===== src/sv/multi_board_timestamp_aligner_defines.svh =====
// assertion macros shared by the timestamp aligner modules
`ifndef MULTI_BOARD_TIMESTAMP_ALIGNER_DEFINES_SVH
`define MULTI_BOARD_TIMESTAMP_ALIGNER_DEFINES_SVH

`ifndef SYNTH
`define MBTA_ASSERT_IMPL(label, clk, rst, lhs, rhs) \
   label: assert property (@(posedge clk) disable iff (rst) (lhs) |-> (rhs)) \
      else $error("same-cycle check failed");
`define MBTA_ASSERT_NEXT(label, clk, rst, lhs, rhs) \
   label: assert property (@(posedge clk) disable iff (rst) (lhs) |=> (rhs)) \
      else $error("next-cycle check failed");
`else
`define MBTA_ASSERT_IMPL(label, clk, rst, lhs, rhs)
`define MBTA_ASSERT_NEXT(label, clk, rst, lhs, rhs)
`endif

`endif


===== src/sv/mbta_pkg.sv =====
// shared constants and codes for the timestamp aligner
package mbta_pkg;

   localparam int DEFAULT_MAX_BOARDS = 8;
   localparam int DEFAULT_TIME_BITS  = 31;

   localparam int BOARD_BITS     = 3;
   localparam int RAW_BITS       = 32;
   localparam int COUNT_BITS     = 32;
   localparam int KIND_BITS      = 2;
   localparam int CFG_COUNT_BITS = 4;
   localparam int SKIP_BITS      = 16;
   localparam int CSR_IDX_BITS   = 4;
   localparam int CSR_DATA_BITS  = 32;

   localparam logic [KIND_BITS-1:0] KIND_ALIGNED = 2'd0;
   localparam logic [KIND_BITS-1:0] KIND_SKIP    = 2'd1;
   localparam logic [KIND_BITS-1:0] KIND_END     = 2'd2;

   localparam logic [CSR_IDX_BITS-1:0] CSR_BOARD_COUNT  = 4'd0;
   localparam logic [CSR_IDX_BITS-1:0] CSR_ALIGN_ENABLE = 4'd1;
   localparam logic [CSR_IDX_BITS-1:0] CSR_TOLERANCE    = 4'd2;
   localparam logic [CSR_IDX_BITS-1:0] CSR_INITIAL_SKIP = 4'd3;

   localparam logic [CFG_COUNT_BITS-1:0] RST_BOARD_COUNT = 4'd1;
   localparam logic                      RST_ALIGN_ENABLE = 1'b1;
   localparam int                        RST_TOLERANCE    = 256;

endpackage


===== src/sv/multi_board_timestamp_aligner.sv =====
// top level of the multi-board timestamp aligner
// Events enter through a two-entry command queue; the front classifies each one in the
// cycle it is taken (ignored, skipped, end of run or new head), so the input stalls only
// when that queue is full. The back takes a command while idle, then checks whether every
// active board holds a head before it takes the next. Once all do, the back walks the n
// active boards one per cycle: one pass forms elapsed times and the largest, a second
// pass (alignment on) marks lagging boards, and a third pass emits into a two-entry result
// queue one result per board, or only the marked ones if any lags, holding while it is full.
// An end-of-run event yields a single result; all later events are taken and dropped,
// unless a config write is taken with it. No clearing pass runs after reset.
module multi_board_timestamp_aligner #(
   parameter int MAX_BOARDS = mbta_pkg::DEFAULT_MAX_BOARDS,
   parameter int TIME_BITS  = mbta_pkg::DEFAULT_TIME_BITS
) (
   input  logic                               clock,
   input  logic                               reset,
   input  logic                               req_push,
   output logic                               req_full,
   input  logic [mbta_pkg::BOARD_BITS-1:0]    req_board,
   input  logic [mbta_pkg::RAW_BITS-1:0]      req_raw_time,
   input  logic                               req_end_of_run,
   output logic                               rsp_empty,
   input  logic                               rsp_pop,
   output logic [mbta_pkg::KIND_BITS-1:0]     rsp_kind,
   output logic [mbta_pkg::BOARD_BITS-1:0]    rsp_board_index,
   output logic [TIME_BITS-1:0]               rsp_time_tag,
   output logic [TIME_BITS-1:0]               rsp_elapsed,
   output logic [mbta_pkg::COUNT_BITS-1:0]    rsp_event_count,
   output logic                               rsp_last,
   input  logic                               csr_valid,
   output logic                               csr_ready,
   input  logic [mbta_pkg::CSR_IDX_BITS-1:0]  csr_index,
   input  logic [mbta_pkg::CSR_DATA_BITS-1:0] csr_data
);
   import mbta_pkg::*;

   localparam int CNT_W = $clog2(MAX_BOARDS + 1);
   localparam int CMD_W = TIME_BITS + BOARD_BITS + 1;
   localparam int RSP_W = 2 * TIME_BITS + KIND_BITS + BOARD_BITS + COUNT_BITS + 1;

   logic             fq_push, fq_full, fq_pop, fq_empty;
   logic [CMD_W-1:0] fq_in_data, fq_out_data;
   logic [CNT_W-1:0] active_count;
   logic             align_en;
   logic [TIME_BITS-1:0] tolerance;
   logic             rq_push, rq_full;
   logic [RSP_W-1:0] rq_in_data, rq_out_data;

   mbta_front #(
      .MAX_BOARDS(MAX_BOARDS),
      .TIME_BITS (TIME_BITS)
   ) u_front (
      .clock         (clock),
      .reset         (reset),
      .req_push      (req_push),
      .req_full      (req_full),
      .req_board     (req_board),
      .req_raw_time  (req_raw_time),
      .req_end_of_run(req_end_of_run),
      .csr_valid     (csr_valid),
      .csr_ready     (csr_ready),
      .csr_index     (csr_index),
      .csr_data      (csr_data),
      .cmd_push      (fq_push),
      .cmd_data      (fq_in_data),
      .cmd_full      (fq_full),
      .active_count  (active_count),
      .align_en      (align_en),
      .tolerance     (tolerance)
   );

   mbta_fifo #(
      .WIDTH(CMD_W),
      .DEPTH(2)
   ) u_cmd_queue (
      .clock    (clock),
      .reset    (reset),
      .push     (fq_push),
      .push_data(fq_in_data),
      .full     (fq_full),
      .pop      (fq_pop),
      .pop_data (fq_out_data),
      .empty    (fq_empty)
   );

   mbta_back #(
      .MAX_BOARDS(MAX_BOARDS),
      .TIME_BITS (TIME_BITS)
   ) u_back (
      .clock       (clock),
      .reset       (reset),
      .cmd_empty   (fq_empty),
      .cmd_pop     (fq_pop),
      .cmd_data    (fq_out_data),
      .active_count(active_count),
      .align_en    (align_en),
      .tolerance   (tolerance),
      .rsp_full    (rq_full),
      .rsp_push    (rq_push),
      .rsp_data    (rq_in_data)
   );

   mbta_fifo #(
      .WIDTH(RSP_W),
      .DEPTH(2)
   ) u_rsp_queue (
      .clock    (clock),
      .reset    (reset),
      .push     (rq_push),
      .push_data(rq_in_data),
      .full     (rq_full),
      .pop      (rsp_pop),
      .pop_data (rq_out_data),
      .empty    (rsp_empty)
   );

   assign {rsp_kind, rsp_board_index, rsp_time_tag, rsp_elapsed,
           rsp_event_count, rsp_last} = rq_out_data;

endmodule


===== src/sv/mbta_fifo.sv =====
// small register queue with push/pop handshake
module mbta_fifo #(
   parameter int WIDTH = 8,
   parameter int DEPTH = 2
) (
   input  logic             clock,
   input  logic             reset,
   input  logic             push,
   input  logic [WIDTH-1:0] push_data,
   output logic             full,
   input  logic             pop,
   output logic [WIDTH-1:0] pop_data,
   output logic             empty
);

   localparam int PTR_W = (DEPTH > 1) ? $clog2(DEPTH) : 1;
   localparam int CNT_W = $clog2(DEPTH + 1);

   logic [WIDTH-1:0] mem_ff [DEPTH];
   logic [PTR_W-1:0] wr_ptr_ff, wr_ptr_in;
   logic [PTR_W-1:0] rd_ptr_ff, rd_ptr_in;
   logic [CNT_W-1:0] count_ff, count_in;
   logic             do_push, do_pop;

   assign full     = (count_ff == CNT_W'(DEPTH));
   assign empty    = (count_ff == '0);
   assign do_push  = push && !full;
   assign do_pop   = pop && !empty;
   assign pop_data = mem_ff[rd_ptr_ff];

   always_comb begin
      wr_ptr_in = wr_ptr_ff;
      rd_ptr_in = rd_ptr_ff;
      count_in  = count_ff;
      if (do_push) begin
         wr_ptr_in = (wr_ptr_ff == PTR_W'(DEPTH - 1)) ? '0 : wr_ptr_ff + PTR_W'(1);
      end
      if (do_pop) begin
         rd_ptr_in = (rd_ptr_ff == PTR_W'(DEPTH - 1)) ? '0 : rd_ptr_ff + PTR_W'(1);
      end
      if (do_push && !do_pop) begin
         count_in = count_ff + CNT_W'(1);
      end else if (do_pop && !do_push) begin
         count_in = count_ff - CNT_W'(1);
      end
   end

   always_ff @(posedge clock) begin
      if (reset) begin
         wr_ptr_ff <= '0;
         rd_ptr_ff <= '0;
         count_ff  <= '0;
      end else begin
         wr_ptr_ff <= wr_ptr_in;
         rd_ptr_ff <= rd_ptr_in;
         count_ff  <= count_in;
      end
   end

   always_ff @(posedge clock) begin
      if (do_push) begin
         mem_ff[wr_ptr_ff] <= push_data;
      end
   end

endmodule


===== src/sv/mbta_front.sv =====
// input side: config registers, event classification, initial skip counters
module mbta_front #(
   parameter int MAX_BOARDS = mbta_pkg::DEFAULT_MAX_BOARDS,
   parameter int TIME_BITS  = mbta_pkg::DEFAULT_TIME_BITS
) (
   input  logic                                clock,
   input  logic                                reset,
   input  logic                                req_push,
   output logic                                req_full,
   input  logic [mbta_pkg::BOARD_BITS-1:0]     req_board,
   input  logic [mbta_pkg::RAW_BITS-1:0]       req_raw_time,
   input  logic                                req_end_of_run,
   input  logic                                csr_valid,
   output logic                                csr_ready,
   input  logic [mbta_pkg::CSR_IDX_BITS-1:0]   csr_index,
   input  logic [mbta_pkg::CSR_DATA_BITS-1:0]  csr_data,
   output logic                                cmd_push,
   output logic [TIME_BITS+mbta_pkg::BOARD_BITS:0] cmd_data,
   input  logic                                cmd_full,
   output logic [$clog2(MAX_BOARDS+1)-1:0]     active_count,
   output logic                                align_en,
   output logic [TIME_BITS-1:0]                tolerance
);
   import mbta_pkg::*;

   localparam int IDX_W = (MAX_BOARDS > 1) ? $clog2(MAX_BOARDS) : 1;
   localparam int CNT_W = $clog2(MAX_BOARDS + 1);

   logic [CFG_COUNT_BITS-1:0] board_count_ff, board_count_in;
   logic                      align_ff, align_in;
   logic [TIME_BITS-1:0]      tol_ff, tol_in;
   logic [SKIP_BITS-1:0]      skip_left_ff [MAX_BOARDS];
   logic [SKIP_BITS-1:0]      skip_left_in [MAX_BOARDS];
   logic                      run_over_ff, run_over_in;

   logic             req_fire, csr_fire;
   logic [IDX_W-1:0] idx;
   logic             inactive, skip_hit, live;
   logic [31:0]      n_wide;

   assign csr_ready = 1'b1;
   assign csr_fire  = csr_valid && csr_ready;
   assign req_full  = cmd_full;
   assign req_fire  = req_push && !cmd_full;

   always_comb begin
      if (board_count_ff == '0) begin
         n_wide = 32'd1;
      end else if (32'(board_count_ff) > 32'(MAX_BOARDS)) begin
         n_wide = 32'(MAX_BOARDS);
      end else begin
         n_wide = 32'(board_count_ff);
      end
   end

   assign active_count = CNT_W'(n_wide);
   assign align_en     = align_ff;
   assign tolerance    = tol_ff;

   assign idx      = IDX_W'(req_board);
   assign inactive = 32'(req_board) >= n_wide;
   assign skip_hit = (req_board != '0) && (skip_left_ff[idx] != '0);
   assign live     = req_fire && !run_over_ff && !inactive;
   assign cmd_push = live && (req_end_of_run || !skip_hit);
   assign cmd_data = {req_end_of_run, req_board, TIME_BITS'(req_raw_time)};

   always_comb begin
      board_count_in = board_count_ff;
      align_in       = align_ff;
      tol_in         = tol_ff;
      run_over_in    = run_over_ff;
      skip_left_in   = skip_left_ff;
      if (csr_fire) begin
         case (csr_index)
            CSR_BOARD_COUNT:  board_count_in = csr_data[CFG_COUNT_BITS-1:0];
            CSR_ALIGN_ENABLE: align_in = csr_data[0];
            CSR_TOLERANCE:    tol_in = TIME_BITS'(csr_data);
            CSR_INITIAL_SKIP: begin
               for (int b = 1; b < MAX_BOARDS; b++) begin
                  skip_left_in[b] = csr_data[SKIP_BITS-1:0];
               end
            end
            default: ;
         endcase
      end else if (live) begin
         if (req_end_of_run) begin
            run_over_in = 1'b1;
         end else if (skip_hit) begin
            skip_left_in[idx] = skip_left_ff[idx] - SKIP_BITS'(1);
         end
      end
   end

   always_ff @(posedge clock) begin
      if (reset) begin
         board_count_ff <= RST_BOARD_COUNT;
         align_ff       <= RST_ALIGN_ENABLE;
         tol_ff         <= TIME_BITS'(RST_TOLERANCE);
         run_over_ff    <= 1'b0;
         for (int b = 0; b < MAX_BOARDS; b++) begin
            skip_left_ff[b] <= '0;
         end
      end else begin
         board_count_ff <= board_count_in;
         align_ff       <= align_in;
         tol_ff         <= tol_in;
         run_over_ff    <= run_over_in;
         skip_left_ff   <= skip_left_in;
      end
   end

`include "multi_board_timestamp_aligner_defines.svh"

   `MBTA_ASSERT_IMPL(a_no_cmd_after_end, clock, reset, run_over_ff, !cmd_push)
   `MBTA_ASSERT_IMPL(a_skip_drops_event, clock, reset, live && !req_end_of_run && skip_hit, !cmd_push)
   `MBTA_ASSERT_NEXT(a_end_latches, clock, reset, live && req_end_of_run && !csr_fire, run_over_ff)

endmodule


===== src/sv/mbta_back.sv =====
// evaluation side: head store, board walk for elapsed, max, skip, aligned and end-of-run results
module mbta_back #(
   parameter int MAX_BOARDS = mbta_pkg::DEFAULT_MAX_BOARDS,
   parameter int TIME_BITS  = mbta_pkg::DEFAULT_TIME_BITS
) (
   input  logic                                    clock,
   input  logic                                    reset,
   input  logic                                    cmd_empty,
   output logic                                    cmd_pop,
   input  logic [TIME_BITS+mbta_pkg::BOARD_BITS:0] cmd_data,
   input  logic [$clog2(MAX_BOARDS+1)-1:0]         active_count,
   input  logic                                    align_en,
   input  logic [TIME_BITS-1:0]                    tolerance,
   input  logic                                    rsp_full,
   output logic                                    rsp_push,
   output logic [2*TIME_BITS+mbta_pkg::KIND_BITS+mbta_pkg::BOARD_BITS
                 +mbta_pkg::COUNT_BITS:0]          rsp_data
);
   import mbta_pkg::*;

   localparam int IDX_W = (MAX_BOARDS > 1) ? $clog2(MAX_BOARDS) : 1;
   localparam int CNT_W = $clog2(MAX_BOARDS + 1);
   localparam int CMD_W = TIME_BITS + BOARD_BITS + 1;

   localparam logic [2:0] ST_IDLE  = 3'd0;
   localparam logic [2:0] ST_CHECK = 3'd1;
   localparam logic [2:0] ST_SCAN  = 3'd2;
   localparam logic [2:0] ST_MARK  = 3'd3;
   localparam logic [2:0] ST_EMIT  = 3'd4;
   localparam logic [2:0] ST_END   = 3'd5;

   logic [2:0]            state_ff, state_in;
   logic [CNT_W-1:0]      walk_ff, walk_in;
   logic [TIME_BITS-1:0]  head_time_ff [MAX_BOARDS];
   logic [TIME_BITS-1:0]  head_time_in [MAX_BOARDS];
   logic [TIME_BITS-1:0]  good_time_ff [MAX_BOARDS];
   logic [TIME_BITS-1:0]  good_time_in [MAX_BOARDS];
   logic [MAX_BOARDS-1:0] head_valid_ff, head_valid_in;
   logic [MAX_BOARDS-1:0] skip_mask_ff, skip_mask_in;
   logic                  skip_mode_ff, skip_mode_in;
   logic [TIME_BITS-1:0]  max_ff, max_in;
   logic [COUNT_BITS-1:0] aligned_ff, aligned_in;
   logic [BOARD_BITS-1:0] end_board_ff, end_board_in;

   logic                  cmd_end;
   logic [BOARD_BITS-1:0] cmd_board;
   logic [TIME_BITS-1:0]  cmd_time;
   logic [IDX_W-1:0]      idx;
   logic                  walk_last, first_set, all_valid, hit, skip_last;
   logic [TIME_BITS-1:0]  cur_head, cur_el, scan_el;
   logic [MAX_BOARDS-1:0] active_mask, upper_mask;

   logic [KIND_BITS-1:0]  res_kind;
   logic [BOARD_BITS-1:0] res_board;
   logic [TIME_BITS-1:0]  res_time, res_el;
   logic                  res_last;

   assign cmd_end   = cmd_data[CMD_W-1];
   assign cmd_board = cmd_data[CMD_W-2 -: BOARD_BITS];
   assign cmd_time  = cmd_data[TIME_BITS-1:0];

   assign idx       = walk_ff[IDX_W-1:0];
   assign walk_last = (walk_ff == active_count - CNT_W'(1));
   assign first_set = (aligned_ff == '0);
   assign cur_head  = head_time_ff[idx];
   assign cur_el    = cur_head - good_time_ff[idx];
   assign scan_el   = first_set ? '0 : cur_el;
   assign hit       = (max_ff - cur_el) >= tolerance;

   always_comb begin
      for (int j = 0; j < MAX_BOARDS; j++) begin
         active_mask[j] = 32'(j) < 32'(active_count);
         upper_mask[j]  = j > int'(idx);
      end
   end

   assign all_valid = &(head_valid_ff | ~active_mask);
   assign skip_last = (skip_mask_ff & upper_mask) == '0;

   always_comb begin
      state_in      = state_ff;
      walk_in       = walk_ff;
      head_time_in  = head_time_ff;
      good_time_in  = good_time_ff;
      head_valid_in = head_valid_ff;
      skip_mask_in  = skip_mask_ff;
      skip_mode_in  = skip_mode_ff;
      max_in        = max_ff;
      aligned_in    = aligned_ff;
      end_board_in  = end_board_ff;
      cmd_pop       = 1'b0;
      rsp_push      = 1'b0;
      res_kind      = KIND_ALIGNED;
      res_board     = BOARD_BITS'(walk_ff);
      res_time      = cur_head;
      res_el        = cur_el;
      res_last      = walk_last;
      case (state_ff)
         ST_IDLE: begin
            if (!cmd_empty) begin
               cmd_pop = 1'b1;
               if (cmd_end) begin
                  end_board_in = cmd_board;
                  state_in     = ST_END;
               end else begin
                  head_time_in[IDX_W'(cmd_board)]  = cmd_time;
                  head_valid_in[IDX_W'(cmd_board)] = 1'b1;
                  state_in = ST_CHECK;
               end
            end
         end
         ST_CHECK: begin
            walk_in  = '0;
            max_in   = '0;
            state_in = all_valid ? ST_SCAN : ST_IDLE;
         end
         ST_SCAN: begin
            if (first_set) begin
               good_time_in[idx] = cur_head;
            end
            if (scan_el > max_ff) begin
               max_in = scan_el;
            end
            walk_in = walk_ff + CNT_W'(1);
            if (walk_last) begin
               walk_in      = '0;
               skip_mask_in = '0;
               skip_mode_in = 1'b0;
               state_in     = align_en ? ST_MARK : ST_EMIT;
            end
         end
         ST_MARK: begin
            skip_mask_in[idx] = hit;
            walk_in = walk_ff + CNT_W'(1);
            if (walk_last) begin
               walk_in      = '0;
               skip_mode_in = (skip_mask_ff != '0) || hit;
               state_in     = ST_EMIT;
            end
         end
         ST_EMIT: begin
            if (skip_mode_ff) begin
               res_kind = KIND_SKIP;
               res_last = skip_last;
               if (skip_mask_ff[idx]) begin
                  rsp_push = !rsp_full;
               end
               if (!skip_mask_ff[idx] || !rsp_full) begin
                  if (skip_mask_ff[idx]) begin
                     head_valid_in[idx] = 1'b0;
                  end
                  walk_in = walk_ff + CNT_W'(1);
                  if (walk_last) begin
                     state_in = ST_IDLE;
                  end
               end
            end else begin
               rsp_push = !rsp_full;
               if (!rsp_full) begin
                  good_time_in[idx]  = cur_head;
                  head_valid_in[idx] = 1'b0;
                  walk_in = walk_ff + CNT_W'(1);
                  if (walk_last) begin
                     aligned_in = aligned_ff + COUNT_BITS'(1);
                     state_in   = ST_IDLE;
                  end
               end
            end
         end
         ST_END: begin
            res_kind  = KIND_END;
            res_board = end_board_ff;
            res_time  = '0;
            res_el    = '0;
            res_last  = 1'b1;
            rsp_push  = !rsp_full;
            if (!rsp_full) begin
               state_in = ST_IDLE;
            end
         end
         default: state_in = ST_IDLE;
      endcase
   end

   assign rsp_data = {res_kind, res_board, res_time, res_el, aligned_ff, res_last};

   always_ff @(posedge clock) begin
      if (reset) begin
         state_ff      <= ST_IDLE;
         walk_ff       <= '0;
         head_valid_ff <= '0;
         skip_mask_ff  <= '0;
         skip_mode_ff  <= 1'b0;
         aligned_ff    <= '0;
      end else begin
         state_ff      <= state_in;
         walk_ff       <= walk_in;
         head_valid_ff <= head_valid_in;
         skip_mask_ff  <= skip_mask_in;
         skip_mode_ff  <= skip_mode_in;
         aligned_ff    <= aligned_in;
      end
   end

   always_ff @(posedge clock) begin
      head_time_ff <= head_time_in;
      good_time_ff <= good_time_in;
      max_ff       <= max_in;
      end_board_ff <= end_board_in;
   end

`include "multi_board_timestamp_aligner_defines.svh"

   `MBTA_ASSERT_IMPL(a_scan_needs_heads, clock, reset, state_ff == ST_SCAN, all_valid)
   `MBTA_ASSERT_IMPL(a_push_in_output_state, clock, reset, rsp_push, state_ff == ST_EMIT || state_ff == ST_END)
   `MBTA_ASSERT_NEXT(a_count_steady, clock, reset, !(rsp_push && res_last && res_kind == KIND_ALIGNED), $stable(aligned_ff))

endmodule


===== config.mk =====
export PLATFORM = sky130hd
export DESIGN_NAME = multi_board_timestamp_aligner
export DESIGN_NICKNAME = d
export VERILOG_FILES = /design/src/sv/mbta_pkg.sv /design/src/sv/multi_board_timestamp_aligner.sv /design/src/sv/mbta_fifo.sv /design/src/sv/mbta_front.sv /design/src/sv/mbta_back.sv
export VERILOG_INCLUDE_DIRS = /design/src /design/src/sv
export SDC_FILE = /design/constraint.sdc
export NUM_CORES = 2
export LEC_CHECK = 0
export ABC_CLOCK_PERIOD_IN_PS = 10900
export BUFFER_PORTS_ARGS = -buffer_cell sky130_fd_sc_hd__buf_2
export CAP_MARGIN = 10
export CORE_ASPECT_RATIO = 0.6
export CORE_UTILIZATION = 60
export DETAILED_ROUTE_END_ITERATION = 10
export GPL_TIMING_DRIVEN = 1
export PLACE_DENSITY = 0.8
export RECOVER_POWER = 100
export SYNTH_ARGS = -nofsm -noshare
export SYNTH_HDL_FRONTEND = slang
export SYNTH_HIERARCHICAL = 1
export SYNTH_SLANG_ARGS = --single-unit

===== constraint.sdc =====
create_clock -name clock -period 10.9 [get_ports clock]
set_input_delay 1.09 -clock clock [delete_from_list [all_inputs] [get_ports clock]]
set_output_delay 1.09 -clock clock [all_outputs]
set_load 0.02 [all_outputs]

==> out/metrics.csv <==
stage,metric,value,unit
die,die_width,362,um
setup_path,worst-path-buf-inv,3,
clocking,clockRootBuffer,sky130_fd_sc_hd__clkbuf_16,
route,drtPass1Iterations,6,
synthesis,combinational_family_with_the_most_area_after_synthesis,compound AO/OA/AOI/OAI gates,
min_path,worst_hold_path.num_cells,2,
placed_design,dp_hpwl,76900,um
global_routing,grt_max_degree,135,
route,vias,32438,
timing,post-route-period-util,93.2,%
setup_path,setup.worst_path.start,u_back/walk_ff[1]$_SDFFE_PP0P_,
synthesis,postSynthNetCount,3933,
power,irDropWorstVdd,0.132,mV
die,die_area,78700,sq um
clocking,cts.reportedPaths.clkPinSlew,70,ps
power,net-switching-power,3960,uW
die,floorplan.die.height,218,um
synthesis,most_area_consuming_cells_after_synthesis,"sky130_fd_sc_hd__edfxtp_1, sky130_fd_sc_hd__dfxtp_1, sky130_fd_sc_hd__ha_1",
setup_path,timing.critical_path.slowest_cell_delay,990,ps
setup_path,worst-endpoint-required,11460,ps
synthesis,synth_edf_count,800,
setup_path,critical_path.endpoint,u_back/skip_mask_ff[6]$_SDFFE_PP0P_,
synthesis,ys.warnings.count,6,
route,remaining_drc_errors,0,
cells_and_area,antennaDiodeCount,0,
power,seq_power_share,40.0,%
power,sw_frac_of_total,33.7,%
global_routing,number_of_antenna_violations_at_the_first_check_in_global_routing,2,
setup_path,signal_arrival_time_at_the_worst_endpoint,10720,ps
synthesis,netlist.area_leader.share,51.6,%
min_path,worstHoldPathType,flop to flop,
synthesis,syn-instance-count,3716,
cells_and_area,finish.net_count,4017,
synthesis,leading_cell_type_by_number_of_instances_after_synthesis,sky130_fd_sc_hd__edfxtp_1,
setup_path,critical_path_depth,31,
synthesis,top_flip_flop_cell_by_instance_count_after_synthesis,sky130_fd_sc_hd__edfxtp_1,
cells_and_area,layout_cells_sized_above_1,10.4,%
setup_path,nature_of_the_critical_path_endpoint,flop,
power,fraction_of_power_consumed_by_combinational_cells,32.1,%
setup_path,critPathLaunchType,flop,
setup_path,critPathTopFamily,compound AO/OA/AOI/OAI gates,
setup_path,timing.critical_path.slowest_stage_cell,sky130_fd_sc_hd__dfxtp_1,
job,max_cap_violations,34,
setup_path,r2r-end,u_back/skip_mask_ff[6]$_SDFFE_PP0P_,
synthesis,synthDominantAreaCellType,sky130_fd_sc_hd__edfxtp_1,
power,leakage,0.0172,uW
synthesis,post_synth_fa_ha_maj_area_fraction,3.80,%
synthesis,postSynth.asyncResetShare,0,%
setup_path,criticalPathCategory,flop to flop,
synthesis,synth-compound-area-share,13.7,%
die,core-area,76100,sq um
timing,finalSetupViolCount,0,
synthesis,post_synthesis_cell_area,46500,sq um
die,fp-row-count,78,
power,pwrdens,231,nW/um^2
clocking,clock_tree_from_tritoncts,built,
status,result_of_the_run,"finished, violations left",
clocking,clockBufferDepth,3,
timing,clock-skew-final,32.3,ps
timing,tightest_slew,6180,ps
synthesis,synth_cell_types,92,
global_routing,grt_pass1_wl,182000,um
power,internal-power,7780,uW
power,power_frac_clock,27.8,%
status,failed_checks,"capacitance limit, slew limit",
power,total_power,11700,uW
synthesis,synth_common_cells,"sky130_fd_sc_hd__edfxtp_1, sky130_fd_sc_hd__nor2_1, sky130_fd_sc_hd__a21oi_1",
synthesis,yosys-mux-area-fraction,5.75,%
clocking,cts_max_level,3,
die,io-pin-count,180,
synthesis,syn_area_per_cell,12.5,sq um
timing,finalHoldViolations,0,
synthesis,post_synth_and_or_nand_nor_area_fraction,9.97,%
setup_path,worst-r2r-setup-slack,740,ps
placed_design,port_buffers,176,
clocking,cts_resized,0,
cells_and_area,area_delta_synth_final,9.06,%
timing,fin_setup_tns,0,ps
clocking,cts-hold-fix-buffers,0,
setup_path,critPathMaxFanout,26,
clocking,cts_num_sinks,1031,
timing,timing.final.crit_period,10160,ps
global_routing,grt_pass1_vias,30433,
synthesis,ffs_latches_synth,1031,
route,drt-vias-per-instance,6.65,
timing,relSlewSlack,-312,%
setup_path,timing.reg2reg.worst_path_depth,31,
die,initial_utilization,61.1,%
route,drtIter0Drc,4749,
global_routing,globalRouteTotalUtil,30.4,%
route,drt-wirelength-per-cell,24.8,um
timing,maxClockFrequency,98.4,MHz
timing,final_max_slew_viol_count,1391,
clocking,post-cts-setup-buffers,0,
setup_path,r2r-start,u_back/walk_ff[1]$_SDFFE_PP0P_,
synthesis,synth_seq_area_share,61.6,%
placed_design,globalplace.congestion,0.918,
clocking,clk_latency,700,ps
timing,rsz_0062_raised_after_global_routing,false,
global_routing,grt-ovfl-total,0,
route,ant_nets,0,
clocking,cts_made_buffers,90,
synthesis,synth_xor_area_share,1.59,%
route,wl,121000,um
==> worst min-delay path: cells and delay by family, from the launching register on <==
family / cells / cell delay (ps)
flip-flops: 1 / 310
AO/OA/AOI/OAI: 1 / 50
AND/OR/NAND/NOR: 1 / 50
==> power groups by stage <==
| stage | logic [uW] | clock network (uW) | registers, uW |
|---|---|---|---|
| final | 3770 | 3260 | 4700 |
| after global routing | 4110 | 3440 | 4720 |
| after CTS | 3750 | 3290 | 4680 |
| after detailed placement | 3700 | 0 | 4760 |
| after global placement | 3620 | 0 | 4750 |
| after floorplan | 2710 | 0 | 4710 |
==> how the worst min path moves through the flow <==
stage,start,to,slack [ps]
4_1_cts,u_front/run_over_ff$_SDFFE_PP0P_,u_front/run_over_ff$_SDFFE_PP0P_,450
2_1_floorplan,u_front/run_over_ff$_SDFFE_PP0P_,u_front/run_over_ff$_SDFFE_PP0P_,430
3_3_place_gp,u_front/run_over_ff$_SDFFE_PP0P_,u_front/run_over_ff$_SDFFE_PP0P_,440
5_1_grt,u_front/skip_left_ff[126]$_SDFFE_PP0P_,u_front/skip_left_ff[126]$_SDFFE_PP0P_,470
6_report,u_front/tolerance[14]$_SDFFE_PP0P_,u_front/tolerance[14]$_SDFFE_PP0P_,450
3_5_place_dp,u_front/tolerance[16]$_SDFFE_PP0P_,u_front/tolerance[16]$_SDFFE_PP0P_,450
==> stage by stage <==
step	utilization [%]	worst slack [ps]	cell area (sq um)	std cells	hold slack, ps
after floorplan	-	3270	46500	3716	426
after global placement	63.1	1420	48100	4708	437
after detailed placement	63.1	1000	48100	4708	447
after CTS	67.1	950	51100	4875	455
after global routing	66.7	165	50700	4875	471
final	66.7	736	50700	4875	453
==> sequential cells by signal, indices dropped and copies added (netlist names), 3 cells and up, named ones only <==
| name | cells |
|---|---|
| u_back/end_board_ff | 3 |
| u_back/walk_ff | 4 |
| u_back/aligned_ff | 32 |
| u_front/skip_left_ff | 128 |
| u_back/skip_mask_ff | 8 |
| u_front/tolerance | 31 |
| u_rsp_queue/mem_ff | 200 |
| u_back/max_ff | 31 |
| u_back/head_valid_ff | 8 |
| u_back/state_ff | 3 |
| u_cmd_queue/mem_ff | 70 |
| u_back/head_time_ff | 248 |
| u_front/board_count_ff | 4 |
| u_back/good_time_ff | 248 |
==> layout make-up <==
| type | instances | area [sq um] |
|---|---|---|
| repair buffers | 228 | 1080 |
| clock inverters | 49 | 493 |
| clock buffers | 118 | 2520 |
| well taps | 1000 | 1250 |
| fillers | 5386 | 25400 |
| flip-flops and latches | 1031 | 28600 |
| inverters | 125 | 470 |
| multi-input cells | 2324 | 16300 |
==> logic make-up after synthesis <==
| kind of cell | count (synthesis) |
|---|---|
| compound gates | 948 |
| xor+xnor | 83 |
| fa+ha+maj | 140 |
| buf+inv | 361 |
| flops | 1031 |
| mux | 218 |
| other cells | 1 |
| simple gates | 934 |
==> cells in the final DEF (no fill, tap or decap), types with 51 or more instances in the layout <==
master                      Yosys  final
sky130_fd_sc_hd__ha_1         138    138
sky130_fd_sc_hd__clkbuf_1     136    137
sky130_fd_sc_hd__mux2_2       145     87
sky130_fd_sc_hd__nand2_1      224    224
sky130_fd_sc_hd__a311oi_1      52     52
sky130_fd_sc_hd__nor3_1       100     96
sky130_fd_sc_hd__buf_2         16     81
sky130_fd_sc_hd__a21oi_1      242    238
sky130_fd_sc_hd__nor2_1       247    241
sky130_fd_sc_hd__clkbuf_16      0     92
sky130_fd_sc_hd__nand3_1       68     69
sky130_fd_sc_hd__a21o_1        51     51
sky130_fd_sc_hd__mux2_1         1     59
sky130_fd_sc_hd__a22oi_1      196    196
sky130_fd_sc_hd__o21ai_0      120    121
sky130_fd_sc_hd__dfxtp_1      231    231
sky130_fd_sc_hd__edfxtp_1     800    800
sky130_fd_sc_hd__inv_1        124    124
sky130_fd_sc_hd__a211oi_1      64     64
==> per-layer routing <==
metal	track usage, %	share of wire, %	vias up
met1	45.7	42	15665
met2	42.8	42	2179
li1	-	-	14356
met5	0	0	-
met3	8.93	14	238
met4	8.59	2.5	0
(Power assumes the default switching activity.)
